File: src/hdl/assert_macros.svh
// ----------------------------------------------------------------------------
// assertion macros
// shared concurrent assertion helpers, empty when SYNTHESIS is defined
// ----------------------------------------------------------------------------
`ifndef ASSERT_MACROS_SVH
`define ASSERT_MACROS_SVH

`ifndef SYNTHESIS

// condition holds at every edge outside reset
`define ASSERT_ALWAYS(label, clk, rst, cond) \
   label: assert property (@(posedge clk) disable iff (rst) (cond)) \
      else $error("assertion failed");

// consequent holds in the same cycle as the antecedent
`define ASSERT_IMPLIES(label, clk, rst, ante, cons) \
   label: assert property (@(posedge clk) disable iff (rst) (ante) |-> (cons)) \
      else $error("assertion failed");

// consequent holds in the cycle after the antecedent
`define ASSERT_NEXT(label, clk, rst, ante, cons) \
   label: assert property (@(posedge clk) disable iff (rst) (ante) |=> (cons)) \
      else $error("assertion failed");

`else

`define ASSERT_ALWAYS(label, clk, rst, cond)
`define ASSERT_IMPLIES(label, clk, rst, ante, cons)
`define ASSERT_NEXT(label, clk, rst, ante, cons)

`endif

`endif

File: src/hdl/dcpp_pkg.sv
// ----------------------------------------------------------------------------
// dcpp_pkg
// types and constants of the diagonal prefix cross-product block
// ----------------------------------------------------------------------------
package dcpp_pkg;

   localparam int SAMPLE_W = 16;
   localparam int PROD_W   = 2 * SAMPLE_W;
   localparam int VALUE_W  = 40;
   localparam int IDX_W    = 6;
   localparam int CMD_W    = 2;

   // item command codes
   typedef enum logic [CMD_W-1:0] {
      CMD_START = 2'd0,
      CMD_LEFT  = 2'd1,
      CMD_RIGHT = 2'd2
   } cmd_type;

   typedef enum logic [1:0] {
      ST_IDLE,
      ST_MUL,
      ST_ADD,
      ST_EMIT
   } state_type;

   // controller strobes common to all cells
   typedef struct packed {
      logic clear;
      logic load;
      logic mul;
      logic add;
      logic shift;
   } ctrl_type;

   // strobes as seen by one cell
   typedef struct packed {
      logic clear;
      logic load;
      logic mul;
      logic add;
      logic capture;
      logic shift;
   } cell_ctrl_type;

endpackage

File: src/hdl/dcpp_cell.sv
// ----------------------------------------------------------------------------
// dcpp_cell
// one matrix column: left sample, previous-row entry and output shift stage
// ----------------------------------------------------------------------------
module dcpp_cell (
   input  logic                                  clock,
   input  logic                                  reset,
   input  dcpp_pkg::cell_ctrl_type               ctrl,
   input  logic signed [dcpp_pkg::SAMPLE_W-1:0]  x_sample,
   input  logic signed [dcpp_pkg::SAMPLE_W-1:0]  y_sample,
   input  logic signed [dcpp_pkg::VALUE_W-1:0]   d_left,
   output logic signed [dcpp_pkg::VALUE_W-1:0]   d_out,
   input  logic signed [dcpp_pkg::VALUE_W-1:0]   o_right,
   output logic signed [dcpp_pkg::VALUE_W-1:0]   o_out
);

   logic signed [dcpp_pkg::SAMPLE_W-1:0] x_ff;
   logic signed [dcpp_pkg::PROD_W-1:0]   prod_ff;
   logic signed [dcpp_pkg::VALUE_W-1:0]  d_ff;
   logic signed [dcpp_pkg::VALUE_W-1:0]  o_ff;
   logic signed [dcpp_pkg::VALUE_W-1:0]  sum_in;

   // diagonal step: left neighbor's old entry plus this column's product
   assign sum_in = d_left
                 + {{(dcpp_pkg::VALUE_W-dcpp_pkg::PROD_W){prod_ff[dcpp_pkg::PROD_W-1]}},
                    prod_ff};

   // left sample and product
   always_ff @(posedge clock) begin
      if (ctrl.load) begin
         x_ff <= x_sample;
      end
      if (ctrl.mul) begin
         prod_ff <= x_ff * y_sample;
      end
   end

   // previous-row entry, zero after reset and start
   always_ff @(posedge clock) begin
      if (reset || ctrl.clear) begin
         d_ff <= '0;
      end else if (ctrl.add) begin
         d_ff <= sum_in;
      end
   end

   // output shift stage toward the head of the chain
   always_ff @(posedge clock) begin
      if (ctrl.capture) begin
         o_ff <= sum_in;
      end else if (ctrl.shift) begin
         o_ff <= o_right;
      end
   end

   assign d_out = d_ff;
   assign o_out = o_ff;

endmodule

File: config.mk
export PLATFORM = sky130hd
export DESIGN_NAME = dcpp_cell
export DESIGN_NICKNAME = d
export VERILOG_FILES = /design/src/hdl/assert_macros.svh /design/src/hdl/dcpp_pkg.sv /design/src/hdl/dcpp_cell.sv
export SDC_FILE = /design/constraint.sdc
export NUM_CORES = 1
export LEC_CHECK = 0
export ABC_CLOCK_PERIOD_IN_PS = 7800
export BUFFER_PORTS_ARGS = -buffer_cell sky130_fd_sc_hd__clkbuf_2
export CORE_MARGIN = 3
export CORE_UTILIZATION = 61
export DETAILED_ROUTE_END_ITERATION = 10
export PLACE_DENSITY = 0.87
export SLEW_MARGIN = 20
export SYNTH_ARGS = -nofsm -noshare
export SYNTH_HDL_FRONTEND = slang
export SYNTH_SLANG_ARGS = --single-unit
File: constraint.sdc
create_clock -name clock -period 7.8 [get_ports clock]
set_input_delay 0.39 -clock clock [delete_from_list [all_inputs] [get_ports clock]]
set_output_delay 0.39 -clock clock [all_outputs]
set_load 0.01 [all_outputs]
==> Yosys cells after proc, flatten, opt, wreduce, memory -nomap -nowiden <==
Index checks and enable logic that the tools add are counted.
{ "totals": {"elab_cells": 10, "reg_bits": 128} }
{ "classes": {"mul": 1, "n_reduce_logical": 2, "muxes": 2, "add_sub_neg": 1} }
{ "op_table": {"columns": ["cell", "n"], "rows": [
  ["two-way mux 40 bit", 2],
  ["adder 40 bit", 1],
  ["multiplier 16 x 16 -> 32 bit", 1],
  ["nonzero test 2 bit", 1],
  ["logical OR 1 bit", 1]
]} }

==> Logic depth before layout (Yosys ltp) <==
{ "depth": {"ltp_word": 2, "depth_mapped": 23, "depth_no_buf": 21} }

==> Least setup slack after synthesis <==
Ideal clock, no wire load.
{ "synth_path": {"path_kind": "flip-flop to flip-flop", "startpoint": "register x_ff[15] (netlist name)", "endpoint": "register prod_ff[27] (netlist name) (data pin)", "synth_period_minus_slack_ns": 5.802, "stages_incl_launch_ff": 22, "setup_slack_ns": 1.998, "required_ns": 7.542, "setup_ns": 0.258, "t_arrival_ns": 5.544, "path_cell_list": "edfxtp_1 -> clkbuf_1 -> nand2_1 -> inv_1 -> fa_1 -> fa_1 -> fa_1 -> fa_1 -> fa_1 -> inv_1 -> fa_1 -> inv_1 -> ha_1 -> clkbuf_1 -> a21oi_1 -> o21ai_0 -> a32oi_1 -> o21ai_0 -> a21oi_1 -> o21ai_0 -> a21oi_1 -> xnor2_1"} }
{ "synth_via": {"elab_chain_len": 1} }
{ "synth_lines": {"columns": ["item", "line", "text"], "rows": [
  ["start: declaration", "dcpp_cell.sv:17", "logic signed [dcpp_pkg::SAMPLE_W-1:0] x_ff;"],
  ["start signal: assignment", "dcpp_cell.sv:31", "x_ff <= x_sample;"],
  ["multiplier 16 x 16 -> 32 bit", "dcpp_cell.sv:34", "prod_ff <= x_ff * y_sample;"],
  ["end signal: assignment", "dcpp_cell.sv:34", null],
  ["end: declaration", "dcpp_cell.sv:18", "logic signed [dcpp_pkg::PROD_W-1:0] prod_ff;"]
]} }
No other way between the ends.
A chain may end at the register's enable or synchronous reset.

==> Worst setup path after layout <==
{ "layout_path": {"startpoint": "register x_ff[15] (netlist name)", "endpoint": "register prod_ff[31] (netlist name) (data pin)"} }
Same word-level chain as after synthesis.

==> reports/qor.txt <==
hold path endpoint - x_ff[15]
nature of the critical path endpoint - register
Initial Util - 0.621
H-tree Lvls - 4
RSZ-0062 raised after global routing - no
post-layout min period - 6.38 ns
Area contributors post-synth - fa_1 31%, edfxtp_1 16%, ha_1 9.0%, inv_1 6.7%, and2_1 4.9%
ANT cells - 0
outcome - completed
row cnt - 60
Synth Net Count - 2217
Bufs on Longest Clock Path - 2
largest net degree at the start of global routing - 51
DR vias/cell - 5.77
Filler Cell Count - 2001
synthesis-to-layout area growth - 10.6%
worst skew pair latency - 0.43 ns
final wirelength - 41.6 mm
GRT overflow - 0
I/O pin count - 200
clock transition at the registers of the reported paths - 0.07 ns
Fin Setup TNS - 0 ns
DRC violations left - 0
Detail Placement HPWL - 33.1 mm
Final #Nets - 2373
fin crit share - 0.819
max cap viols - 0
Post-CTS Resized - 0
Slew HR - 0.345
leading area contributor after synthesis - fa_1
Synth Cell Area - 16700 um^2
hold_buf cts - 0
First DRT Iteration DRCs - 1073
CTS tree - done
FF-to-FF setup slack - 1.42 ns
Port Buffer Count - 199
Hold Path Class - in2reg
hold path cells - 1
Post CTS Setup Buffer Count - 0
Slew Limit Fails - 0
r2r worst-path depth - 19
Final setup viols - 0
synth warn - 0
# clock sinks - 128
RR Startpoint - x_ff[15]
Least-Margin Pin Slew - 0.982 ns
Final ANT Viol Nets - 0
antenna violations before repair - 0
GRT Util Overall - 0.287
ys flop type - edfxtp_1
global-route wire length before repair - 66.8 mm
Async SR Flop Fraction - 0
highest net fanout along the worst path - 16
GR Util met3 - 0.0568
Hold Vio Cnt, Final - 0
Post-synth EDFFs - 88
CTS Buf Count - 17
met2 usage - 0.485
Placer Congestion - 0.949
Root Buffer - clkbuf_16
met1 Use GR - 0.385
Seq. cell area - 3440 um^2
min-delay src - x_sample[15]
worst path arrival time - 6.55 ns
Pre-antenna DRT Iters - 6
Die ar. - 29500 um^2
post-synthesis instance total - 1713
crit path kind - reg2reg
reg2reg end - prod_ff[31]
GR peak layer - met2
Seq/Total Area, Yosys - 0.206
Die Ht - 172 um
Yosys cell types - 70
CP Launch Type - register
share of layout cells above drive strength 1 - 0.152
area of the multi-input gates - 11900 um^2
via count - 12800
syn avg cell area - 9.77 um^2
Synth top area share - 0.314
Seq cells post-synth - 128
CP required - 7.96 ns
Die X - 172 um
FMAX - 157 MHz
vias in the first global route - 13200
Final Skew - 0.0220 ns
drt wl/cell - 18.7 um
core area - 27000 um^2
==> cells by family after synthesis <==
logic type	Yosys count	share of synthesized area
AOI/OAI and AO/OA	245	0.0989
xor gates and xnor gates	65	0.0340
adders and majority gates	384	0.405
buffers and inverters	364	0.0823
DFF	128	0.206
muxes	51	0.0328
and+or+nand+nor	476	0.142
==> flip-flops by register name, indices dropped and copies added, names as in the netlist <==
register and flops:
d_out 40, o_out 40, prod_ff 32, x_ff 16
==> per-stage QoR <==
| step | hold WS, ns | area [um^2] | cells | utilization | setup slack [ns] |
|---|---|---|---|---|---|
| global placement | 0.467 | 17900 | 2191 | 0.665 | 1.64 |
| detailed placement | 0.479 | 17900 | 2191 | 0.665 | 1.43 |
| global route | 0.128 | 18500 | 2223 | 0.687 | 1.04 |
| CTS | 0.115 | 18500 | 2223 | 0.687 | 1.47 |
| floorplan | 0.489 | 16700 | 1713 | - | 2.00 |
| finish | 0.130 | 18500 | 2223 | 0.687 | 1.42 |
==> cells in the mapped netlist, types with 7 or more instances <==
cell and number:
o21bai_1 11, nand2_1 161, a211oi_1 14, nor3_1 10, o31ai_1 8, inv_1 299
nand4_1 11, and3_1 13, edfxtp_1 88, a21oi_1 58, nor2_1 80, nor2b_1 7
mux2i_1 20, o21ai_0 41, and2_1 132, clkbuf_1 56, xnor2_1 47, dfxtp_1 40
o21a_1 17, xor2_1 18, nand3_1 25, a31oi_1 12, a21o_1 31, fa_1 263
mux2_2 31, ha_1 121, o211ai_1 9
==> layout make-up <==
| type | instances | area share |
|---|---|---|
| clock inverter | 15 | 0.00798 |
| tap | 341 | 0.0230 |
| sequential | 128 | 0.186 |
| timing repair buffer | 201 | 0.0546 |
| multi-input combinational | 1221 | 0.645 |
| inverter | 300 | 0.0608 |
| clock buffer | 17 | 0.0230 |
==> placed cells by master, fill, tap and decap left out, types with 4 or more instances in the layout <==
| master | netlist | routed |
|---|---|---|
| a21oi_1 | 58 | 58 |
| o31ai_1 | 8 | 8 |
| or3_1 | 4 | 4 |
| or2_2 | 4 | 4 |
| mux2_2 | 31 | 31 |
| nand3_1 | 25 | 25 |
| o21ai_0 | 41 | 41 |
| o211ai_1 | 9 | 9 |
| nand4_1 | 11 | 11 |
| o21bai_1 | 11 | 11 |
| clkbuf_2 | 1 | 199 |
| clkbuf_16 | 0 | 17 |
| o21a_1 | 17 | 17 |
| fa_1 | 263 | 263 |
| xnor2_1 | 47 | 47 |
| a21o_1 | 31 | 31 |
| nand2b_1 | 6 | 6 |
| a31oi_1 | 12 | 12 |
| mux2i_1 | 20 | 20 |
| nor2b_1 | 7 | 7 |
| a31o_2 | 6 | 6 |
| xor2_1 | 18 | 18 |
| nor2_1 | 80 | 79 |
| ha_1 | 121 | 121 |
| edfxtp_1 | 88 | 88 |
| nand3b_1 | 4 | 4 |
| nand2_1 | 161 | 161 |
| inv_1 | 299 | 299 |
| a211oi_1 | 14 | 14 |
| and2_1 | 132 | 132 |
| and3_1 | 13 | 13 |
| nor3_1 | 10 | 10 |
| dfxtp_1 | 40 | 40 |
| inv_6 | 0 | 5 |
| a211o_1 | 5 | 5 |
==> per-layer routing <==
layer	up-vias	wire, um
met5	-	0
met4	0	779
met3	62	3640
met2	603	19800
met1	6302	17300
li1	5867	-
==> how the worst max path moves through the flow <==
stage,start,to,slack [ns],cells past startpoint
floorplan,x_ff[15],prod_ff[27],2.00,21
global placement,y_sample[4],prod_ff[24],1.64,20
detailed placement,y_sample[4],prod_ff[24],1.43,20
CTS,x_ff[9],prod_ff[24],1.47,19
global route,x_ff[6],prod_ff[27],1.04,21
finish,x_ff[15],prod_ff[31],1.42,19
==> worst max-delay path, stage by stage (launching register included) <==
cell,delay (ns)
edfxtp_1,0.64
nand2_1,0.22
inv_1,0.11
fa_1,0.76
fa_1,0.50
fa_1,0.50
fa_1,0.51
fa_1,0.49
inv_1,0.05
fa_1,0.47
inv_1,0.04
ha_1,0.36
a21oi_1,0.18
o21ai_0,0.14
a32oi_1,0.16
o21ai_0,0.24
a31oi_1,0.35
o211ai_1,0.14
a21oi_1,0.18
xnor2_1,0.08
Power is not shown: default switching activity piles up to over one toggle a cycle in this logic, so the estimate is an artifact.
