## src/hdl/assert_macros.svh

```systemverilog
// ----------------------------------------------------------------------------
// assertion macros
// shared concurrent assertion helpers, empty when SYNTHESIS is defined
// ----------------------------------------------------------------------------
`ifndef ASSERT_MACROS_SVH
`define ASSERT_MACROS_SVH

`ifndef SYNTHESIS

// condition holds at every edge outside reset
`define ASSERT_ALWAYS(label, clk, rst, cond) \
   label: assert property (@(posedge clk) disable iff (rst) (cond)) \
      else $error("assertion failed");

// consequent holds in the same cycle as the antecedent
`define ASSERT_IMPLIES(label, clk, rst, ante, cons) \
   label: assert property (@(posedge clk) disable iff (rst) (ante) |-> (cons)) \
      else $error("assertion failed");

// consequent holds in the cycle after the antecedent
`define ASSERT_NEXT(label, clk, rst, ante, cons) \
   label: assert property (@(posedge clk) disable iff (rst) (ante) |=> (cons)) \
      else $error("assertion failed");

`else

`define ASSERT_ALWAYS(label, clk, rst, cond)
`define ASSERT_IMPLIES(label, clk, rst, ante, cons)
`define ASSERT_NEXT(label, clk, rst, ante, cons)

`endif

`endif

```

## src/hdl/dcpp_pkg.sv

```systemverilog
// ----------------------------------------------------------------------------
// dcpp_pkg
// types and constants of the diagonal prefix cross-product block
// ----------------------------------------------------------------------------
package dcpp_pkg;

   localparam int SAMPLE_W = 16;
   localparam int PROD_W   = 2 * SAMPLE_W;
   localparam int VALUE_W  = 40;
   localparam int IDX_W    = 6;
   localparam int CMD_W    = 2;

   // item command codes
   typedef enum logic [CMD_W-1:0] {
      CMD_START = 2'd0,
      CMD_LEFT  = 2'd1,
      CMD_RIGHT = 2'd2
   } cmd_type;

   typedef enum logic [1:0] {
      ST_IDLE,
      ST_MUL,
      ST_ADD,
      ST_EMIT
   } state_type;

   // controller strobes common to all cells
   typedef struct packed {
      logic clear;
      logic load;
      logic mul;
      logic add;
      logic shift;
   } ctrl_type;

   // strobes as seen by one cell
   typedef struct packed {
      logic clear;
      logic load;
      logic mul;
      logic add;
      logic capture;
      logic shift;
   } cell_ctrl_type;

endpackage

```

## src/hdl/dcpp_ctrl.sv

```systemverilog
// ----------------------------------------------------------------------------
// dcpp_ctrl
// command decode, left length, row sequencing and result register
// ----------------------------------------------------------------------------
`include "assert_macros.svh"

module dcpp_ctrl #(
   parameter int MAX_LEN = 63
) (
   input  logic                                  clock,
   input  logic                                  reset,
   input  logic                                  req_tvalid,
   output logic                                  req_tready,
   input  logic signed [dcpp_pkg::SAMPLE_W-1:0]  req_sample,
   input  logic [dcpp_pkg::CMD_W-1:0]            req_command,
   output logic                                  rsp_tvalid,
   input  logic                                  rsp_tready,
   output logic signed [dcpp_pkg::VALUE_W-1:0]   rsp_value,
   output logic [dcpp_pkg::IDX_W-1:0]            rsp_index,
   output logic                                  rsp_last,
   input  logic signed [dcpp_pkg::VALUE_W-1:0]   o_head,
   output dcpp_pkg::ctrl_type                    ctrl,
   output logic [dcpp_pkg::IDX_W-1:0]            count,
   output logic signed [dcpp_pkg::SAMPLE_W-1:0]  y_sample
);

   dcpp_pkg::state_type                  state_ff, state_in;
   dcpp_pkg::cmd_type                    cmd;
   logic [dcpp_pkg::IDX_W-1:0]           count_ff;
   logic [dcpp_pkg::IDX_W-1:0]           idx_ff;
   logic signed [dcpp_pkg::SAMPLE_W-1:0] y_ff;
   logic signed [dcpp_pkg::VALUE_W-1:0]  value_ff;
   logic                                 req_acc;
   logic                                 rsp_acc;
   logic                                 full;
   logic                                 last;

   assign cmd     = dcpp_pkg::cmd_type'(req_command);
   assign req_acc = req_tvalid && req_tready;
   assign rsp_acc = rsp_tvalid && rsp_tready;
   assign full    = (count_ff >= dcpp_pkg::IDX_W'(MAX_LEN));
   assign last    = (idx_ff == count_ff);

   // next state
   always_comb begin
      state_in = state_ff;
      unique case (state_ff)
         dcpp_pkg::ST_IDLE: begin
            if (req_acc && cmd == dcpp_pkg::CMD_RIGHT) begin
               state_in = dcpp_pkg::ST_MUL;
            end
         end
         dcpp_pkg::ST_MUL:  state_in = dcpp_pkg::ST_ADD;
         dcpp_pkg::ST_ADD:  state_in = dcpp_pkg::ST_EMIT;
         dcpp_pkg::ST_EMIT: begin
            if (rsp_acc && last) begin
               state_in = dcpp_pkg::ST_IDLE;
            end
         end
         default: state_in = dcpp_pkg::ST_IDLE;
      endcase
   end

   // outputs and cell strobes
   always_comb begin
      req_tready = (state_ff == dcpp_pkg::ST_IDLE);
      rsp_tvalid = (state_ff == dcpp_pkg::ST_EMIT);
      ctrl.clear = req_acc && cmd == dcpp_pkg::CMD_START;
      ctrl.load  = req_acc && cmd == dcpp_pkg::CMD_LEFT && !full;
      ctrl.mul   = (state_ff == dcpp_pkg::ST_MUL);
      ctrl.add   = (state_ff == dcpp_pkg::ST_ADD);
      ctrl.shift = rsp_acc;
   end

   // state register
   always_ff @(posedge clock) begin
      if (reset) begin
         state_ff <= dcpp_pkg::ST_IDLE;
      end else begin
         state_ff <= state_in;
      end
   end

   // left length
   always_ff @(posedge clock) begin
      if (reset || ctrl.clear) begin
         count_ff <= '0;
      end else if (ctrl.load) begin
         count_ff <= count_ff + 1'b1;
      end
   end

   // right sample of the current row
   always_ff @(posedge clock) begin
      if (req_acc && cmd == dcpp_pkg::CMD_RIGHT) begin
         y_ff <= req_sample;
      end
   end

   // result register: column zero first, then the cell chain head
   always_ff @(posedge clock) begin
      if (reset) begin
         idx_ff <= '0;
      end else if (ctrl.add) begin
         idx_ff <= '0;
      end else if (rsp_acc) begin
         idx_ff <= idx_ff + 1'b1;
      end
   end

   always_ff @(posedge clock) begin
      if (ctrl.add) begin
         value_ff <= '0;
      end else if (rsp_acc) begin
         value_ff <= o_head;
      end
   end

   assign rsp_value = value_ff;
   assign rsp_index = idx_ff;
   assign rsp_last  = last;
   assign count     = count_ff;
   assign y_sample  = y_ff;

   // checks
   `ASSERT_ALWAYS(a_count_range, clock, reset, count_ff <= dcpp_pkg::IDX_W'(MAX_LEN))
   `ASSERT_IMPLIES(a_index_range, clock, reset, rsp_tvalid, idx_ff <= count_ff)
   `ASSERT_IMPLIES(a_col0_zero, clock, reset, rsp_tvalid && idx_ff == '0, value_ff == '0)
   `ASSERT_NEXT(a_row_step, clock, reset, rsp_acc && !last, rsp_tvalid && idx_ff == $past(idx_ff) + 1'b1)
   `ASSERT_NEXT(a_row_done, clock, reset, rsp_acc && last, req_tready && !rsp_tvalid)

endmodule

```

## config.mk

```make
export PLATFORM = sky130hd
export DESIGN_NAME = dcpp_ctrl
export DESIGN_NICKNAME = d
export VERILOG_FILES = /design/src/hdl/dcpp_pkg.sv /design/src/hdl/dcpp_ctrl.sv
export VERILOG_INCLUDE_DIRS = /design/src /design/src/hdl
export SDC_FILE = /design/constraint.sdc
export NUM_CORES = 1
export LEC_CHECK = 0
export BUFFER_PORTS_ARGS = -buffer_cell sky130_fd_sc_hd__buf_4
export CORE_MARGIN = 1
export CORE_UTILIZATION = 39
export DETAILED_ROUTE_END_ITERATION = 10
export PLACE_DENSITY = 0.7
export SLEW_MARGIN = 20
export SYNTH_ARGS = -nofsm -noshare
export SYNTH_HDL_FRONTEND = slang
export SYNTH_SLANG_ARGS = --single-unit
```

## constraint.sdc

```tcl
create_clock -name clock -period 2.78 [get_ports clock]
set_clock_uncertainty 0.15 [all_clocks]
set_input_delay 0.278 -clock clock [delete_from_list [all_inputs] [get_ports clock]]
set_output_delay 0.278 -clock clock [all_outputs]
set_load 0.05 [all_outputs]
```

# Word-level counts from Yosys, hierarchy flattened
# Index checks and enable logic that the tools add are counted.
# totals
reg_bits,70
elab_cells,32
out_inout_bits,76
# op_classes
n_reduce_logical,13
n_eq_ne,8
n_addsub,2
magnitude_cmp,1
muxes,3
# ops
op,count
$add 6x1->6 const B,2
$pmux 2 s4,1
$logic_and 1x1->1,7
$eq 2x2->1 const B,3
$eq 6x6->1,1
$ge 6x6->1 const B,1
$eq 2x1->1 const B,2
$logic_not 2->1,2
$mux 2,2
$ne 2x1->1 const B,2
$reduce_and 2->1,1
$reduce_or 2->1,1
$logic_not 1->1,1
$logic_or 1x1->1,1

# Logic depth before layout (Yosys ltp)
# Gate-level depths: netlist of run 1.
# logic_depth
word_depth,5
depth_mapped,7
ltp_nobuf,6

# Least setup slack after synthesis of run 1
# No wires, ideal clock.
# synth_path
path_type,flip-flop to flip-flop
start,reg state_ff[0]
end,reg count_ff (netlist bit count[0])
stages_incl_launch_ff,8
slack_ns,-0.138
required_time_ns,2.509
setup_time_ns,0.121
t_arrival_ns,2.648
cell_sequence,dfxtp_1 > inv_1 > ha_1 > nand2_1 > nor3_1 > or2_2 > clkbuf_1 > nor2_1
# synth_lines
item,line_no,source
"start, declared",dcpp_ctrl.sv:27,"dcpp_pkg::state_type state_ff, state_in;"
"start signal, assigned",dcpp_ctrl.sv:78,state_ff <= dcpp_pkg::ST_IDLE;
"start signal, assigned",dcpp_ctrl.sv:80,state_ff <= state_in;
"end signal, assigned",dcpp_ctrl.sv:89,count_ff <= count_ff + 1'b1;
"end, declared",dcpp_ctrl.sv:29,logic [dcpp_pkg::IDX_W-1:0] count_ff;

==> results of run 1 <==
-- kinds of logic (layout without fill, tap and decap cells) --
kind of cell	Yosys count	count (layout)	share of synthesized area [%]
and+or+nand+nor	122	122	19.3
DFF	70	70	58.0
AOI/OAI and AO/OA	52	52	11.0
buffers and inverters	21	178	3.39
xor gates and xnor gates	13	13	4.79
adders and majority gates	6	6	2.79
muxes	2	2	0.744
-- critical path, cell delays in order, from the launching register on --
cell and delay [ns]:
dfxtp_1 0.34, inv_1 0.10, ha_1 0.53, buf_4 0.42, buf_4 0.27
-- where the power goes --
| group | internal [mW] | switching (mW) |
|---|---|---|
| clock | 0.413 | 0.353 |
| combinational | 0.642 | 1.43 |
| sequential | 1.33 | 0.153 |
| total | 2.38 | 1.94 |
-- sequential cells by signal, indices dropped and copies added (netlist names) --
signal and cells:
rsp_value 40, rsp_index 6, state_ff 2, y_sample 16, count 6
-- area by class of cell --
class	count	area share, %
flip-flops and latches	70	37.7
repair buffers	158	29.9
multi-input cells	195	25.2
clock buffers	12	3.26
well taps	77	2.33
clock inverters	4	1.15
inverters	4	0.363
-- worst paths after layout --
check                                   from             to  slack [ns]  cells after the start
worst max register to register   state_ff[0]   rsp_index[4]        0.80                      7
worst min-delay path              o_head[35]  rsp_value[35]        0.04                      3
worst min register to register  rsp_value[6]   rsp_value[6]        0.30                      2
worst max-delay path             state_ff[0]        ctrl[1]        0.35                      4
-- through the flow --
step	instance area, sq um	hold slack, ns
floorplan	2690	0.227
global placement	3800	0.293
detailed placement	3800	0.298
CTS	4140	0.0295
global route	4140	0.0269
finish	4140	0.0428
-- cells in the final DEF (no fill, tap or decap), drive strengths merged, types with 2 or more instances in the layout --
cell type	Yosys	layout
buf	7	142
ha	6	6
dlygate4sd3	0	16
mux2i	2	2
o21ai	2	2
xnor2	8	8
or2	2	2
clkinv	0	2
a21oi	44	44
dfxtp	54	54
nand3	2	2
inv	4	4
nand4	5	5
edfxtp	16	16
nand2	90	90
o21a	2	2
nand2b	2	2
nor3	2	2
xor2	5	5
or3	2	2
clkbuf	10	12
nor2	11	11
-- per-layer routing --
metal	GRT usage [%]	vias to the layer above	share of wire (%)	routed length (um)
met5	0	-	0	0
met4	8.32	0	1.4	102
met3	4.67	9	7.2	510
met2	32.3	101	48	3380
met1	24.8	1121	44	3080
li1	-	1250	-	-
==> key figures, run 1 <==
Global route
  – Largest net degree at the start of global routing: 42
  – Global-route wire length before repair: 11200 um
  – GR Overflow Total: 0
  – GRT Total Usage: 19.6%
  – Vias in the first global route: 2370
  – Initial antenna violation count: 0

Place
  – DP Cell Count: 488
  – PortBufs: 137
  – HPWL after detailed placement: slightly below 5000 um
  – Final GP Congestion: 0.757
  – Dpl ws: between 0.7 and 0.8 ns

Timing
  – Least-Margin Pin Slew: 0.573 ns
  – RSZ-0062 raised after global routing: false
  – Setup violators final: 0
  – Final TNS setup: 0 ns
  – Max-slew headroom: around three fifths
  – Fin crit period: around 2.4 ns
  – Fin. Hold Viols: 0
  – Fin. max-slew vios: 0
  – Peak Freq: about 400 MHz
  – Worst setup margin: 0.349 ns
  – Final period utilization: 87.4%

Clock tree
  – CTS clk-pin slew, worst paths: 0.07 ns
  – Post-CTS Setup Bufs: 0
  – Clock sinks: 70
  – H-Tree Depth: 3
  – Hold Buf Count CTS: 16
  – PostCTS Resize Cnt: 0
  – Clock latency on the worst-skew pair: ~0.33 ns
  – CTS tree: yes
  – Cts bufs inserted: 9
  – Root Buffer: clkbuf_8
  – CTS Buffer Depth: 2

Power
  – Leak: roughly 1.8 nW
  – Pwr/cell area: 1040 nW/um^2
  – Total power draw: 4.32 mW
  – Worst vdd rail ir drop: 0.550 mV

Run
  – # Max-Cap Violations: 0

Routing
  – DR vias: around 2500
  – DR pass1 iterations: 4
  – DRC Markers: 0
  – Final wirelength: 7070 um
  – Final ANT Viol Nets: 0
  – Vias per cell: 4.77
  – 1st-iter DRT viols: approximately 110
  – Wire per inst: 13.6 um

Cells and area
  – Share of post-route cells with drive strength above 1: 36.8%
  – Area Overhead vs Synth: 53.7%
  – Fill cell count: 548
  – Finished Layout Cells: 520
  – Fin nets: 506
  – Storage cell area: 1560 sq um
  – Area of the multi-input gates: 1040 sq um
  – Final core area utilization: 63.7%
  – # diodes: 0

Floorplanning
  – Core area: 6490 sq um
  – Die ar.: roughly 7200 sq um
  – I/O pins: 138
  – Die Width: roughly 85 um
  – # rows: 29
  – Starting Density: 41.5%
  – DIE HEIGHT: 85.1 um

Worst setup path
  – CP max FO: 29
  – Critical Path RT: 2.35 ns
  – CP Class: reg -> out
  – CP Capture Type: output port
  – CP arrival: ~2 ns
  – Critical Path Start Type: register

Yosys
  – Syn Nets: 354
  – Register area share after synthesis: between 50 and 60%
  – Synth async-reset ratio: 0%
  – EDFF count, synth: 16
  – Synth top cells by count: nand2_1 (90), dfxtp_1 (54), a21oi_1 (44), edfxtp_1 (16), nor2_1 (11)
  – Synth area leaders: dfxtp_1 (40%), edfxtp_1 (18%), nand2_1 (13%)
  – Post-synth top area cell: dfxtp_1
  – Most common cell in the netlist: nand2_1
  – Yosys reg bits: 70
  – Top-area cell type share of the netlist area: between 40% and 50%
  – Syn Area/Cell: 9.41 sq um
  – Total number of yosys warnings: 0
  – Post-Synthesis Cells: 286
  – Synth Cell Area: 2690 sq um
  – Top_reg_cell synth: dfxtp_1
  – Synth cell types: 34

Run status
  – Status: completed

Hold path
  – Hold crit path type: in -> reg
Note: power is estimated with default switching activity, not from simulation.
==> run 2: changes to the inputs <==
--- a/config.mk
+++ b/config.mk
@@ -11,6 +11,7 @@
 export CORE_UTILIZATION = 39
 export DETAILED_ROUTE_END_ITERATION = 10
 export PLACE_DENSITY = 0.7
+export REMOVE_ABC_BUFFERS = 1
 export SLEW_MARGIN = 20
 export SYNTH_ARGS = -nofsm -noshare
 export SYNTH_HDL_FRONTEND = slang
==> run 2 against run 1 <==
- routed wire length decreased by 3.5%
- combinational power barely moved
- final area is essentially flat
- fmax up 9.0%
- die area stayed put
- sequential cell count unchanged
- worst setup slack improved by 0.20 ns
- via count is 0.60% higher
- critical path type unchanged
- largest cell class unchanged
==> key figures, run 2 (synthesized netlist as in run 1, its figures left out) <==
Run status
  – Status: completed

Worst setup path
  – FF-to-FF setup slack: 0.89 ns (+0.09 ns)
  – Reg2reg start: state_ff[0]
  – Family with the most delay on the worst path: flip-flops
  – Critical-path top delay cell: dfxtp_1
  – CP Class: reg -> out
  – CP max FO: 6 (-79%)
  – Critical Path Start Type: register
  – R2R cell count: 4 (-3)
  – Max incr delay on CP: 0.35 ns (-0.18 ns)
  – CP arrival: 1.80 ns (-0.20 ns)
  – CP Capture Type: output port
  – Worst path cell trace: inv_1 > ha_1 > and4b_2 > o21a_1 > buf_4
  – Critical R2R Capture: state_ff[0]
  – Worst path bufs/invs: 2 (-1)
  – Critical Path RT: 2.35 ns (about the same)

Timing
  – Final period utilization: 80.2% (-7.2 points)
  – RSZ-0062 raised after global routing: false
  – Worst setup margin: 0.550 ns (+0.200 ns)
  – Fin. Hold Viols: 0 (unchanged)
  – Fin crit period: 2.23 ns (-0.200 ns)
  – Least-Margin Pin Slew: 0.733 ns (+0.161 ns)
  – Max-slew headroom: 51.1% (-11 points)
  – Peak Freq: 448 MHz (+9.0%)
  – Setup violators final: 0 (unchanged)
  – Fin. max-slew vios: 0 (unchanged)

Floorplanning
  – Die Width: 85.1 um (unchanged)
  – Starting Density: 41.5% (unchanged)
  – Die ar.: 7240 sq um (unchanged)
  – DIE HEIGHT: 85.1 um (unchanged)
  – Core area: 6490 sq um (unchanged)
  – # rows: 29 (unchanged)
  – I/O pins: 138 (unchanged)

Place
  – Dpl ws: 0.892 ns (+0.172 ns)
  – Dpl cell area: 3780 sq um (-0.33%)
  – Final GP Congestion: 0.811 (+7.1%)
  – HPWL after detailed placement: 4710 um (-4.1%)
  – PortBufs: 137 (unchanged)

Hold path
  – Worst hold endpoint: rsp_value[6]
  – Min-Delay Path Depth: 3 (unchanged)
  – Hold crit path type: in -> reg
  – Min-delay src: o_head[6]

Power
  – Leak: 1.80 nW (+0.38%)
  – Combinational power share: 47.5% (-0.5 points)
  – Clk pwr share: 18.7% (+1.0 points)
  – Cell Int Power: 2.41 mW (+0.99%)
  – Pwr/cell area: 1050 nW/um^2 (+0.60%)
  – Sw Share: 44.7% (-0.16 points)
  – Switching pwr: 1.94 mW (+0.33%)
  – Worst vdd rail ir drop: 0.630 mV (+14%)
  – Share of power burned in registers: 33.8% (-0.5 points)

Cells and area
  – Share of post-route cells with drive strength above 1: 37.2% (+0.45 points)
  – Commonest non-fill, non-tap cells in the layout: buf_4 (142), nand2_1 (90), dfxtp_1 (54)
  – Final instance area: 4140 sq um (about the same)
  – # diodes: 0 (unchanged)
  – Fin nets: 506 (unchanged)
  – Max FFs per register: 40 (unchanged)
  – Leading cell type in the layout, fill and taps excluded: buf_4
  – Area Overhead vs Synth: 53.9% (about the same)

Routing
  – Final wirelength: 6820 um (-3.5%)
  – Vias per cell: 4.80 (+0.60%)
  – Final ANT Viol Nets: 0 (unchanged)
  – Wire per inst: 13.1 um (-3.5%)
  – DRC Markers: 0 (unchanged)
  – 1st-iter DRT viols: 84 (-26%)
  – DR vias: 2496 (+0.60%)
  – DR pass1 iterations: 4 (unchanged)

Clock tree
  – Clock sinks: 70 (unchanged)
  – PostCTS Resize Cnt: 0 (unchanged)
  – H-Tree Depth: 3 (unchanged)
  – CTS clk-pin slew, worst paths: 0.08 ns (about the same)
  – CTS tree: yes
  – CTS Buffer Depth: 2 (unchanged)
  – Post-CTS Setup Bufs: 0 (unchanged)
  – Root Buffer: clkbuf_8
  – Cts bufs inserted: 9 (unchanged)
  – Clock latency on the worst-skew pair: 0.33 ns (about the same)

Global route
  – GR Overflow Total: 0 (unchanged)
  – Initial antenna violation count: 0 (unchanged)
  – Largest net degree at the start of global routing: 42 (unchanged)
  – Global-route wire length before repair: 10500 um (-5.7%)
  – GRT Total Usage: 18.7% (-0.92 points)
  – Vias in the first global route: 2284 (-3.6%)

Run
  – # Max-Cap Violations: 0 (unchanged)
==> run 2: routing by layer <==
| layer | vias up | GRT usage, % | wire (um) |
|---|---|---|---|
| li1 | 1248 | - | - |
| met1 | 1142 | 21.6 | 2770 |
| met2 | 91 | 32.6 | 3420 |
| met3 | 15 | 4.09 | 429 |
| met4 | 0 | 9.86 | 197 |
| met5 | - | 0 | 0 |
==> run 2: metrics by stage <==
step	power [mW]	TNS (ns)	instances	utilization, %	hold slack [ns]
CTS	4.38	0	520	63.8	0.0224
floorplan	2.90	-29.15	269	-	0.227
global route	4.55	0	520	63.8	0.0207
global placement	3.52	0	488	58.3	0.292
finish	4.35	0	520	63.8	0.0355
detailed placement	3.55	0	488	58.3	0.298
==> run 2: final cells by class <==
type | count | area (sq um)
Clock buffer | 11 | 141
Clock inverter | 5 | 57.6
Fill cell | 570 | 2350
Inverter | 4 | 15.0
Multi-Input combinational cell | 195 | 1040
Sequential cell | 70 | 1560
Tap cell | 77 | 96.3
Timing Repair Buffer | 158 | 1230
==> run 2: how the worst max path moves through the flow <==
stage	startpoint	endpoint	slack, ns	depth (start not counted)
5_1_grt	state_ff[1]	ctrl[0]	0.43	5
6_report	state_ff[1]	ctrl[3]	0.55	5
2_1_floorplan	state_ff[0]	rsp_index[5]	-0.78	6
4_1_cts	state_ff[1]	ctrl[3]	0.55	5
3_3_place_gp	state_ff[0]	state_ff[0]	0.91	4
3_5_place_dp	state_ff[1]	rsp_value[32]	0.89	7
==> run 2: what timing repair did <==
| action | in CTS | in global routing |
|---|---|---|
| endpoints found under the hold margin | 16 | 0 |
| endpoints found under the setup margin | 0 | 0 |
| hold buffers | 16 | 0 |
==> run 2: tightest hold or removal path, stage by stage <==
cell     delay [ns]
buf_4          0.11
nand2_1        0.04
a21oi_1        0.05
==> run 2: power groups by stage <==
stage / logic (mW) / clock network (mW) / registers, mW
floorplan: 0.492 / 0 / 2.41
global placement: 2.04 / 0 / 1.48
detailed placement: 2.05 / 0 / 1.49
CTS: 2.07 / 0.832 / 1.47
global route: 2.16 / 0.883 / 1.50
finish: 2.06 / 0.814 / 1.47
